===== src/hdl/mas_pkg.sv =====
`timescale 1ns / 1ps
// ----------------------------------------------------------------------------
// mas_pkg
// Shared widths, codes and types of the matrix add/subtract/multiply engine.
// ----------------------------------------------------------------------------
package mas_pkg;

   // element and field widths
   localparam int DATA_W     = 32;
   localparam int IDX_W      = 3;
   localparam int MODE_W     = 2;
   localparam int DIM_W      = 4;
   localparam int CSR_IDX_W  = 1;
   localparam int CSR_DATA_W = 4;

   // operation codes
   localparam logic OP_LOAD  = 1'b0;
   localparam logic OP_QUERY = 1'b1;

   // load targets
   localparam logic TGT_A = 1'b0;
   localparam logic TGT_B = 1'b1;

   // mode codes, the unused code behaves as multiply
   localparam logic [MODE_W-1:0] MODE_ADD  = 2'd0;
   localparam logic [MODE_W-1:0] MODE_SUB  = 2'd1;
   localparam logic [MODE_W-1:0] MODE_MUL  = 2'd2;
   localparam logic [MODE_W-1:0] MODE_RSVD = 2'd3;

   // register indexes
   localparam logic [CSR_IDX_W-1:0] CSR_MODE = 1'b0;
   localparam logic [CSR_IDX_W-1:0] CSR_DIM  = 1'b1;

   // register reset values
   localparam logic [MODE_W-1:0] MODE_RESET = MODE_ADD;
   localparam logic [DIM_W-1:0]  DIM_RESET  = 4'd8;

   // configuration seen by the engine
   typedef struct packed {
      logic [MODE_W-1:0] mode;
      logic [DIM_W-1:0]  dim;
   } cfg_type;

endpackage


===== src/hdl/mas_if.sv =====
`timescale 1ns / 1ps
// ----------------------------------------------------------------------------
// mas_if
// Valid/ready channels of the engine: request beats in, response beats out.
// ----------------------------------------------------------------------------
interface mas_req_if;
   logic                        valid;
   logic                        ready;
   logic                        operation;
   logic                        target_matrix;
   logic [mas_pkg::IDX_W-1:0]   row_index;
   logic [mas_pkg::IDX_W-1:0]   col_index;
   logic signed [mas_pkg::DATA_W-1:0] element_value;

   modport source (output valid, operation, target_matrix, row_index, col_index,
                   element_value, input ready);
   modport sink   (input valid, operation, target_matrix, row_index, col_index,
                   element_value, output ready);
endinterface

interface mas_rsp_if;
   logic                              valid;
   logic                              ready;
   logic signed [mas_pkg::DATA_W-1:0] result_value;
   logic                              out_of_range;

   modport source (output valid, result_value, out_of_range, input ready);
   modport sink   (input valid, result_value, out_of_range, output ready);
endinterface


===== src/hdl/mas_engine.sv =====
`timescale 1ns / 1ps
// ----------------------------------------------------------------------------
// mas_engine
// Request sequencer, multiply-accumulate datapath and response register.
// Drives the element memories and walks the dot product one term a cycle.
// ----------------------------------------------------------------------------
module mas_engine #(
   parameter int MAX_DIM = 8,
   parameter int ADDR_W  = 6
) (
   input  logic                        clock,
   input  logic                        reset,
   input  mas_pkg::cfg_type            cfg,
   mas_req_if.sink                     req,
   mas_rsp_if.source                   rsp,
   output logic                        wr_en,
   output logic                        wr_sel,
   output logic [ADDR_W-1:0]           wr_addr,
   output logic [mas_pkg::DATA_W-1:0]  wr_data,
   output logic [ADDR_W-1:0]           rd_addr_a,
   output logic [ADDR_W-1:0]           rd_addr_b,
   input  logic [mas_pkg::DATA_W-1:0]  rd_data_a,
   input  logic [mas_pkg::DATA_W-1:0]  rd_data_b
);

   localparam int DW = mas_pkg::DATA_W;
   localparam int NW = mas_pkg::DIM_W;
   localparam int IW = mas_pkg::IDX_W;

   // largest usable dimension in the width of the dimension register
   localparam logic [NW-1:0] DIM_CAP = (MAX_DIM > 15) ? {NW{1'b1}} : NW'(MAX_DIM);

   // sequencer states
   localparam logic [2:0] S_IDLE  = 3'd0;
   localparam logic [2:0] S_ELEM  = 3'd1;
   localparam logic [2:0] S_MUL   = 3'd2;
   localparam logic [2:0] S_DRAIN = 3'd3;
   localparam logic [2:0] S_DONE  = 3'd4;

   logic [2:0]    state_ff, state_in;
   logic [IW-1:0] row_ff, row_in;
   logic [IW-1:0] col_ff, col_in;
   logic [NW-1:0] k_ff, k_in;
   logic          err_ff, err_in;
   logic [DW-1:0] acc_ff, acc_in;
   logic          rd_vld_ff, rd_vld_in;
   logic          prod_vld_ff;
   logic [DW-1:0] prod_ff;
   logic          rsp_vld_ff, rsp_vld_in;
   logic [DW-1:0] rsp_val_ff, rsp_val_in;
   logic          rsp_err_ff, rsp_err_in;

   logic [NW-1:0]   dim_act;
   logic [NW-1:0]   last_k;
   logic            is_mul;
   logic            is_sub;
   logic            accept;
   logic            query_acc;
   logic            in_range;
   logic            issue;
   logic            out_free;
   logic [IW-1:0]   cur_row;
   logic [IW-1:0]   cur_col;
   logic [NW-1:0]   cur_k;
   logic [NW-1:0]   a_col;
   logic [NW-1:0]   b_row;
   logic [2*DW-1:0] prod_full;

   // effective dimension and mode decode
   assign dim_act = (cfg.dim > DIM_CAP) ? DIM_CAP : cfg.dim;
   assign last_k  = dim_act - NW'(1);
   assign is_mul  = (cfg.mode == mas_pkg::MODE_MUL) || (cfg.mode == mas_pkg::MODE_RSVD);
   assign is_sub  = (cfg.mode == mas_pkg::MODE_SUB);

   // request handshake
   assign req.ready = (state_ff == S_IDLE);
   assign accept    = req.valid && req.ready;
   assign query_acc = accept && (req.operation == mas_pkg::OP_QUERY);
   assign in_range  = ({1'b0, req.row_index} < dim_act) && ({1'b0, req.col_index} < dim_act);

   // load write port, loads outside the store are dropped
   assign wr_en   = accept && (req.operation == mas_pkg::OP_LOAD) &&
                    (32'(req.row_index) < 32'(MAX_DIM)) &&
                    (32'(req.col_index) < 32'(MAX_DIM));
   assign wr_sel  = req.target_matrix;
   assign wr_addr = ADDR_W'(32'(req.row_index) * 32'(MAX_DIM) + 32'(req.col_index));
   assign wr_data = DW'(req.element_value);

   // read address: straight from the beat on accept, then from the held query
   assign cur_row = (state_ff == S_IDLE) ? req.row_index : row_ff;
   assign cur_col = (state_ff == S_IDLE) ? req.col_index : col_ff;
   assign cur_k   = (state_ff == S_IDLE) ? '0 : k_ff;
   assign a_col   = is_mul ? cur_k : {1'b0, cur_col};
   assign b_row   = is_mul ? cur_k : {1'b0, cur_row};

   assign rd_addr_a = ADDR_W'(32'(cur_row) * 32'(MAX_DIM) + 32'(a_col));
   assign rd_addr_b = ADDR_W'(32'(b_row) * 32'(MAX_DIM) + 32'(cur_col));

   // a dot-product term is fetched on the accepting edge and in each multiply cycle
   assign issue = (query_acc && in_range && is_mul) || (state_ff == S_MUL);

   // low word of the term product
   assign prod_full = rd_data_a * rd_data_b;

   assign out_free = !rsp_vld_ff || rsp.ready;

   // sequencer and accumulator
   always_comb begin
      state_in = state_ff;
      row_in   = row_ff;
      col_in   = col_ff;
      k_in     = k_ff;
      err_in   = err_ff;
      acc_in   = acc_ff;
      if (prod_vld_ff) begin
         acc_in = acc_ff + prod_ff;
      end
      case (state_ff)
         S_IDLE: begin
            if (query_acc) begin
               row_in = req.row_index;
               col_in = req.col_index;
               k_in   = NW'(1);
               err_in = !in_range;
               acc_in = '0;
               if (!in_range) begin
                  state_in = S_DONE;
               end else if (!is_mul) begin
                  state_in = S_ELEM;
               end else if (dim_act == NW'(1)) begin
                  state_in = S_DRAIN;
               end else begin
                  state_in = S_MUL;
               end
            end
         end
         S_ELEM: begin
            acc_in   = is_sub ? (rd_data_a - rd_data_b) : (rd_data_a + rd_data_b);
            state_in = S_DONE;
         end
         S_MUL: begin
            k_in = k_ff + NW'(1);
            if (k_ff == last_k) begin
               state_in = S_DRAIN;
            end
         end
         S_DRAIN: begin
            if (!rd_vld_ff && !prod_vld_ff) begin
               state_in = S_DONE;
            end
         end
         S_DONE: begin
            if (out_free) begin
               state_in = S_IDLE;
            end
         end
         default: begin
            state_in = S_IDLE;
         end
      endcase
   end

   assign rd_vld_in = issue;

   // response register
   always_comb begin
      rsp_vld_in = rsp_vld_ff;
      rsp_val_in = rsp_val_ff;
      rsp_err_in = rsp_err_ff;
      if (rsp.ready) begin
         rsp_vld_in = 1'b0;
      end
      if (state_ff == S_DONE && out_free) begin
         rsp_vld_in = 1'b1;
         rsp_val_in = acc_ff;
         rsp_err_in = err_ff;
      end
   end

   // control state
   always_ff @(posedge clock) begin
      if (reset) begin
         state_ff    <= S_IDLE;
         rd_vld_ff   <= 1'b0;
         prod_vld_ff <= 1'b0;
         rsp_vld_ff  <= 1'b0;
      end else begin
         state_ff    <= state_in;
         rd_vld_ff   <= rd_vld_in;
         prod_vld_ff <= rd_vld_ff;
         rsp_vld_ff  <= rsp_vld_in;
      end
   end

   // datapath registers
   always_ff @(posedge clock) begin
      row_ff     <= row_in;
      col_ff     <= col_in;
      k_ff       <= k_in;
      err_ff     <= err_in;
      acc_ff     <= acc_in;
      prod_ff    <= prod_full[DW-1:0];
      rsp_val_ff <= rsp_val_in;
      rsp_err_ff <= rsp_err_in;
   end

   assign rsp.valid        = rsp_vld_ff;
   assign rsp.result_value = $signed(rsp_val_ff);
   assign rsp.out_of_range = rsp_err_ff;

endmodule


===== src/flat_wrapper.sv =====
// flat-port wrapper written by rule: the top's interface ports become plain ports
module mas_engine_flat 
#(
   parameter int MAX_DIM = 8,
   parameter int ADDR_W  = 6
)
  (clock, reset, cfg, wr_en, wr_sel, wr_addr, wr_data, rd_addr_a, rd_addr_b, rd_data_a, rd_data_b, req_valid, req_operation, req_target_matrix, req_row_index, req_col_index, req_element_value, req_ready, rsp_valid, rsp_result_value, rsp_out_of_range, rsp_ready);
  mas_req_if req_i ();
  mas_rsp_if rsp_i ();
  input  logic clock;
  input  logic reset;
  input  mas_pkg::cfg_type cfg;
  output logic wr_en;
  output logic wr_sel;
  output logic [ADDR_W-1:0] wr_addr;
  output logic [mas_pkg::DATA_W-1:0] wr_data;
  output logic [ADDR_W-1:0] rd_addr_a;
  output logic [ADDR_W-1:0] rd_addr_b;
  input  logic [mas_pkg::DATA_W-1:0] rd_data_a;
  input  logic [mas_pkg::DATA_W-1:0] rd_data_b;
  input wire logic [$bits(req_i.valid)-1:0] req_valid;
  input wire logic [$bits(req_i.operation)-1:0] req_operation;
  input wire logic [$bits(req_i.target_matrix)-1:0] req_target_matrix;
  input wire logic [$bits(req_i.row_index)-1:0] req_row_index;
  input wire logic [$bits(req_i.col_index)-1:0] req_col_index;
  input wire logic [$bits(req_i.element_value)-1:0] req_element_value;
  output wire logic [$bits(req_i.ready)-1:0] req_ready;
  output wire logic [$bits(rsp_i.valid)-1:0] rsp_valid;
  output wire logic [$bits(rsp_i.result_value)-1:0] rsp_result_value;
  output wire logic [$bits(rsp_i.out_of_range)-1:0] rsp_out_of_range;
  input wire logic [$bits(rsp_i.ready)-1:0] rsp_ready;
  assign req_i.valid = req_valid;
  assign req_i.operation = req_operation;
  assign req_i.target_matrix = req_target_matrix;
  assign req_i.row_index = req_row_index;
  assign req_i.col_index = req_col_index;
  assign req_i.element_value = req_element_value;
  assign req_ready = req_i.ready;
  assign rsp_valid = rsp_i.valid;
  assign rsp_result_value = rsp_i.result_value;
  assign rsp_out_of_range = rsp_i.out_of_range;
  assign rsp_i.ready = rsp_ready;
  mas_engine #(.MAX_DIM(MAX_DIM), .ADDR_W(ADDR_W)) u_core (.clock(clock), .reset(reset), .cfg(cfg), .req(req_i), .rsp(rsp_i), .wr_en(wr_en), .wr_sel(wr_sel), .wr_addr(wr_addr), .wr_data(wr_data), .rd_addr_a(rd_addr_a), .rd_addr_b(rd_addr_b), .rd_data_a(rd_data_a), .rd_data_b(rd_data_b));
endmodule

===== config.mk =====
export PLATFORM = sky130hd
export DESIGN_NAME = mas_engine_flat
export DESIGN_NICKNAME = d
export VERILOG_FILES = /design/src/hdl/mas_pkg.sv /design/src/hdl/mas_if.sv /design/src/hdl/mas_engine.sv /design/src/flat_wrapper.sv
export SDC_FILE = /design/constraint.sdc
export NUM_CORES = 2
export LEC_CHECK = 0
export BUFFER_PORTS_ARGS = -buffer_cell sky130_fd_sc_hd__buf_2
export CORE_ASPECT_RATIO = 1.4
export CORE_UTILIZATION = 30
export DETAILED_ROUTE_END_ITERATION = 7
export PLACE_DENSITY = 0.51
export SLEW_MARGIN = 15
export SYNTH_ARGS = -nofsm -noshare
export SYNTH_HDL_FRONTEND = slang
export SYNTH_SLANG_ARGS = --single-unit
export TNS_END_PERCENT = 5

===== constraint.sdc =====
create_clock -name clock -period 7.8 [get_ports clock]
set_clock_uncertainty 0.2 [all_clocks]
set_input_delay 1.56 -clock clock [delete_from_list [all_inputs] [get_ports clock]]
set_output_delay 1.56 -clock clock [all_outputs]
set_load 0.05 [all_outputs]

# Word level (Yosys, flattened, before mapping)
# Cells that the tools add are included.
# word_totals
reg_bits,114
in_bits,114
out_inout_bits,87
wordCells,81
# classes
add_sub_neg,8
n_mul,1
order_cmp,3
n_eq_ne,13
muxes,22
n_bitwise,1
reduce_logical,21
# op_table
cell,n
two-way mux 32 bit,3
adder 32 bit,2
one-hot mux 32 bit (2 select lines),1
multiplier 32 x 32 -> 32 bit,1
subtractor 32 bit,1
two-way mux 3 bit,9
two-way mux 4 bit,4
one-hot mux 3 bit (5 select lines),1
adder 6 x 3 -> 6 bit,2
logical AND 1 bit,8
< comparator 3 x 4 -> 1 bit,2
one-hot mux 4 bit (2 select lines),1
adder 6 x 4 -> 6 bit,1
equality test 3 x 2 -> 1 bit (second input constant),2
adder 4 x 1 -> 4 bit (second input constant),1
equality test 2 bit (second input constant),2
equality test 4 x 1 -> 1 bit (second input constant),1
equality test 4 bit,1
> comparator 4 bit (second input constant),1
zero test 1 bit,4
!= test 2 x 1 -> 1 bit (second input constant),2
!= test 2 bit (second input constant),2
AND reduction 2 bit,2
AND reduction 4 bit,1
9 further kinds,14

# Logic depth before layout (Yosys ltp)
# depth
word_depth,8
mapped_depth,27
mapped_depth_nobuf,25

# Worst setup path after synthesis
# Ideal clock, no wire load.
# synth_timing
path_type,in2reg
start,input rd_data_b[6] (netlist name)
end,register u_core.prod_ff[31]
arrival_time_ps,7797
t_required_ps,7528
path_slack_ps,-270
stages,25
cell_sequence,clkbuf_1 > clkbuf_1 > and2_1 > fa_1 > fa_1 > fa_1 > inv_1 > fa_1 > inv_1 > fa_1 > inv_1 > fa_1 > inv_1 > fa_1 > fa_1 > ha_1 > o2111ai_1 > nor3_1 > a21oi_1 > a31oi_1 > o21bai_1 > o21ai_0 > nor2_1 > a21oi_1 > xnor2_1
# synth_between
elab_chain_len,1
# synth_rtl
item,line_no,source
from (decl),flat_wrapper.sv:20,input logic [mas_pkg::DATA_W-1:0] rd_data_b;
multiplier 32 x 32 -> 32 bit,mas_engine.sv:103,assign prod_full = rd_data_a * rd_data_b;
named net u_core.prod_full[31],mas_engine.sv:67,logic [2*DW-1:0] prod_full;
to (signal assigned),mas_engine.sv:202,prod_ff <= prod_full[DW-1:0];
to (decl),mas_engine.sv:48,logic [DW-1:0] prod_ff;
# The timed path passes the listed nets, and every way through them passes these cells.
# A chain may end at the register's enable or synchronous reset.

# Final worst setup path
# layout_timing
start,input rd_data_b[4] (netlist name)
end,register u_core.prod_ff[28]
# Same word-level chain as after synthesis.

==> impl_metrics.tcl <==
set metrics [dict create \
    status "finished, final reports clean" \
    synthArstFlopShare_pct 0 \
    overflow 0 \
    cp_slowest_stage_delay_ps 540 \
    worstPathRequired_ps 7950 \
    yosysTopAreaCellShare_pct 35.2 \
    crit_buf_inv 4 \
    wl_um 77600 \
    dp_hpwl_um 67800 \
    setup_viol 0 \
    yosysUniqueCellTypes 68 \
    synth-simple-area-share_pct 16.7 \
    synth_flop_cell "dfxtp_1" \
    syn_inst 2527 \
    cts_root_buffer "clkbuf_16" \
    yosys-top-cells-area "fa_1, ha_1, and2_1, inv_1, dfxtp_1" \
    core_area_sq_mm 0.0767 \
    crit_top_cell "fa_1" \
    muxShareOfSynthArea_pct 0.998 \
    worstSetupStartpointType "primary input" \
    cp_cell_sequence "buf_6 > buf_12 > and2_1 > fa_1 > inv_1 > fa_1 > fa_1 > fa_1 > inv_1 > fa_1 > fa_1 > fa_1 > fa_1 > ha_1 > a21o_1 > a21o_1 > a21oi_2 > nand2_2 > a211oi_2 > nor2_1 > a21o_1 > a21oi_2 > xnor2_1" \
    yosys.area.top_type "fa_1" \
    worstSetupEndpointType "register" \
    cts_inserted_buffers 17 \
    placed_area_sq_mm 0.0267 \
    die_area_sq_mm 0.0789 \
    hp-class "reg2reg" \
    die_y_um 332 \
    syn_area_sq_mm 0.0233 \
    synth_top_family_by_area "adder cells" \
    firstDrtPassIters 4 \
    register_area_sq_mm 0.00272 \
    synth.avg_cell_area_sq_um 9.23 \
    tightest_slew_ps 1090 \
    ant_nets 0 \
    criticalPathCategory "in2reg" \
    ys_warn_count 0 \
    cts_tree "yes" \
    synth-seq-area-share_pct 11.7 \
    max_freq_mhz 131 \
    htree_levels 4 \
    drive_gt1_share_pct 16.6 \
    synth_fa_ha_area_share_pct 45.7 \
    multi_input_area_sq_mm 0.0186 \
    cp_slowest_cell "fa_1" \
    period_needed_ps 7650 \
    slew_viol_final 0 \
    clk_path_buf_depth 2 \
    vias 18248 \
    pin_count 201 \
    antenna_found_initial 6 \
    synth-seq-cells 114 \
    hold_viol 0 \
    whs_ps 222 \
    grt_pass1_wl_um 120000 \
    final_cell_area_sq_mm 0.0275 \
    place.gp.congestion 0.920 \
    fin_crit_sh_pct 98.1 \
    grt_max_degree 33 \
    drcViolationCount 0 \
    postCtsHoldBufs 0 \
    fillCellCount 7755 \
    area_growth_pct 18.1 \
    slew_headroom_pct 26.9 \
    synth_xor_xnor_area_share_pct 6.72 \
    synth_fp_nets 3247 \
    synth_compound_area_share_pct 8.85 \
    viasPerCell 4.77 \
    r2r_setup_slack_ps 3960 \
    start_util_pct 30.4 \
    track_usage_pct 20.1 \
    synth_edf_count 44 \
    maxCapViolCount 0 \
    nets 3497 \
    worstPathMaxFanout 11 \
    cp_top_family "adder cells" \
    placementRows 120 \
    drt_iter0_drc 800 \
    cts_sinks 114 \
    routedWlPerCell_um 20.3 \
    grt_pass1_vias 20423 \
    critical_path_arrival_ps 7800 \
    portBuffers 134 \
    grt_setup_unrepaired "true" \
    die_w_um 238 \
    clk_pin_slew_worst_paths_ps 60 \
    clk_latency_ps 420 \
]
## worst paths after layout
kind,to,startpoint,depth (start not counted)
worst min-delay path,u_core.rsp.out_of_range$_DFFE_PP_,u_core.err_ff$_DFFE_PP_,0
worst min register to register,u_core.rsp.out_of_range$_DFFE_PP_,u_core.err_ff$_DFFE_PP_,0
worst max-delay path,u_core.prod_ff[28]$_DFF_P_,rd_data_b[4],23
worst max register to register,u_core.acc_ff[30]$_DFF_P_,u_core.acc_ff[0]$_DFF_P_,12
## state kept, by name, summed over array words and instances (netlist names)
name                     flops
u_core.row_ff                3
u_core.rsp.result_value     32
u_core.state_ff              3
u_core.rsp.valid             1
u_core.col_ff                3
u_core.prod_vld_ff           1
u_core.rsp.out_of_range      1
u_core.err_ff                1
u_core.rd_vld_ff             1
u_core.k_ff                  4
u_core.acc_ff               32
u_core.prod_ff              32
## layer usage
layer / vias to the layer above / global-route usage [%] / part of all wire [%]
met3: 173 / 1.86 / 3.2
met4: 6 / 11.6 / 6.2
met5: - / 0 / 0.044
met2: 437 / 38.0 / 53
li1: 8398 / - / -
met1: 9234 / 21.5 / 37
## cell type report
type                       instances  share of cell area (%)
multi-input combinational       1874                    67.4
clock buffer                      18                    1.59
inverter                         381                    5.19
tap                             1037                    4.71
sequential                       114                    9.88
clock inverter                    14                   0.627
antenna                            2                  0.0182
timing repair buffer             389                    10.6
## synth_stat cells, drive strengths merged (5+ instances only)
cell type	number
fa	410
inv	380
and2	331
nand2	256
ha	196
xnor2	128
clkbuf	115
a21oi	89
dfxtp	70
nor2	56
o21ai	55
xor2	51
edfxtp	44
buf	43
a21o	40
nand2b	23
o22ai	23
mux2i	21
o21bai	21
nand3	17
nor3	15
o21a	15
a211oi	11
a31oi	10
and3	10
or3	10
o211ai	9
o31ai	8
nand4	6
a2111oi	5
nor2b	5
o41ai	5
or4	5
## through the flow
step	utilization [%]	setup slack, ps	cells	TNS, ps
finish	35.9	149	3829	0
global route	35.9	-69.7	3827	-200
CTS	35.6	0.0666	3825	0
detailed placement	34.8	-654	3793	-4360
global placement	34.8	-599	3793	-3470
floorplan	-	2.79	2527	0
## repair_timing
action	4_1_cts	5_1_grt
setup buffers	0	2
setup endpoints to repair	2	10
resized for setup	5	81
pin swaps	0	33
## worst reg2reg max path, cell delays in order, from the launching register on
cell and delay [ps]:
dfxtp_1 320, ha_1 230, fa_1 470, a211oi_2 310, o211ai_1 220, a41oi_1 470
o21a_1 300, o21ai_1 180, a221o_1 390, o31ai_2 250, xnor2_1 90, a31oi_1 190
o21ai_1 80
## cell usage in the layout (no fill, tap or decap), types with 5 or more instances in the layout
cell / Yosys / layout
o22ai_1: 23 / 23
nand2b_1: 23 / 23
o21ai_1: 4 / 5
fa_1: 410 / 406
o21bai_1: 21 / 20
a211oi_1: 10 / 8
ha_1: 196 / 193
nor2b_1: 5 / 5
o31ai_1: 7 / 7
buf_4: 40 / 242
nand2_1: 256 / 255
and2_4: 0 / 5
inv_1: 380 / 378
a31oi_1: 10 / 10
or3_1: 9 / 9
nor2_1: 55 / 54
dfxtp_1: 70 / 70
nand4_1: 6 / 6
xor2_1: 51 / 51
o21a_1: 15 / 15
edfxtp_1: 44 / 44
and3_1: 10 / 10
nor3_1: 15 / 14
buf_6: 1 / 15
o21ai_0: 50 / 48
mux2i_1: 21 / 21
buf_12: 0 / 17
buf_2: 0 / 109
xnor2_1: 128 / 128
a2111oi_0: 5 / 5
nand3_1: 17 / 17
clkbuf_16: 0 / 17
inv_6: 0 / 5
a21o_1: 40 / 40
clkbuf_4: 0 / 5
o211ai_1: 9 / 9
and2_1: 331 / 326
a21oi_1: 89 / 86
## kinds of logic (layout without fill, tap and decap cells)
logic type      Yosys count  after routing
flops                   114            114
buf+inv                 539            802
simple gates            747            747
mux                      23             23
compound gates          319            319
xor+xnor                179            179
fa+ha+maj               606            606
other cells               0              2
Power is left out: the tool's default activity adds up to more than one toggle a clock period on the data nets, which glitch-free logic cannot reach.
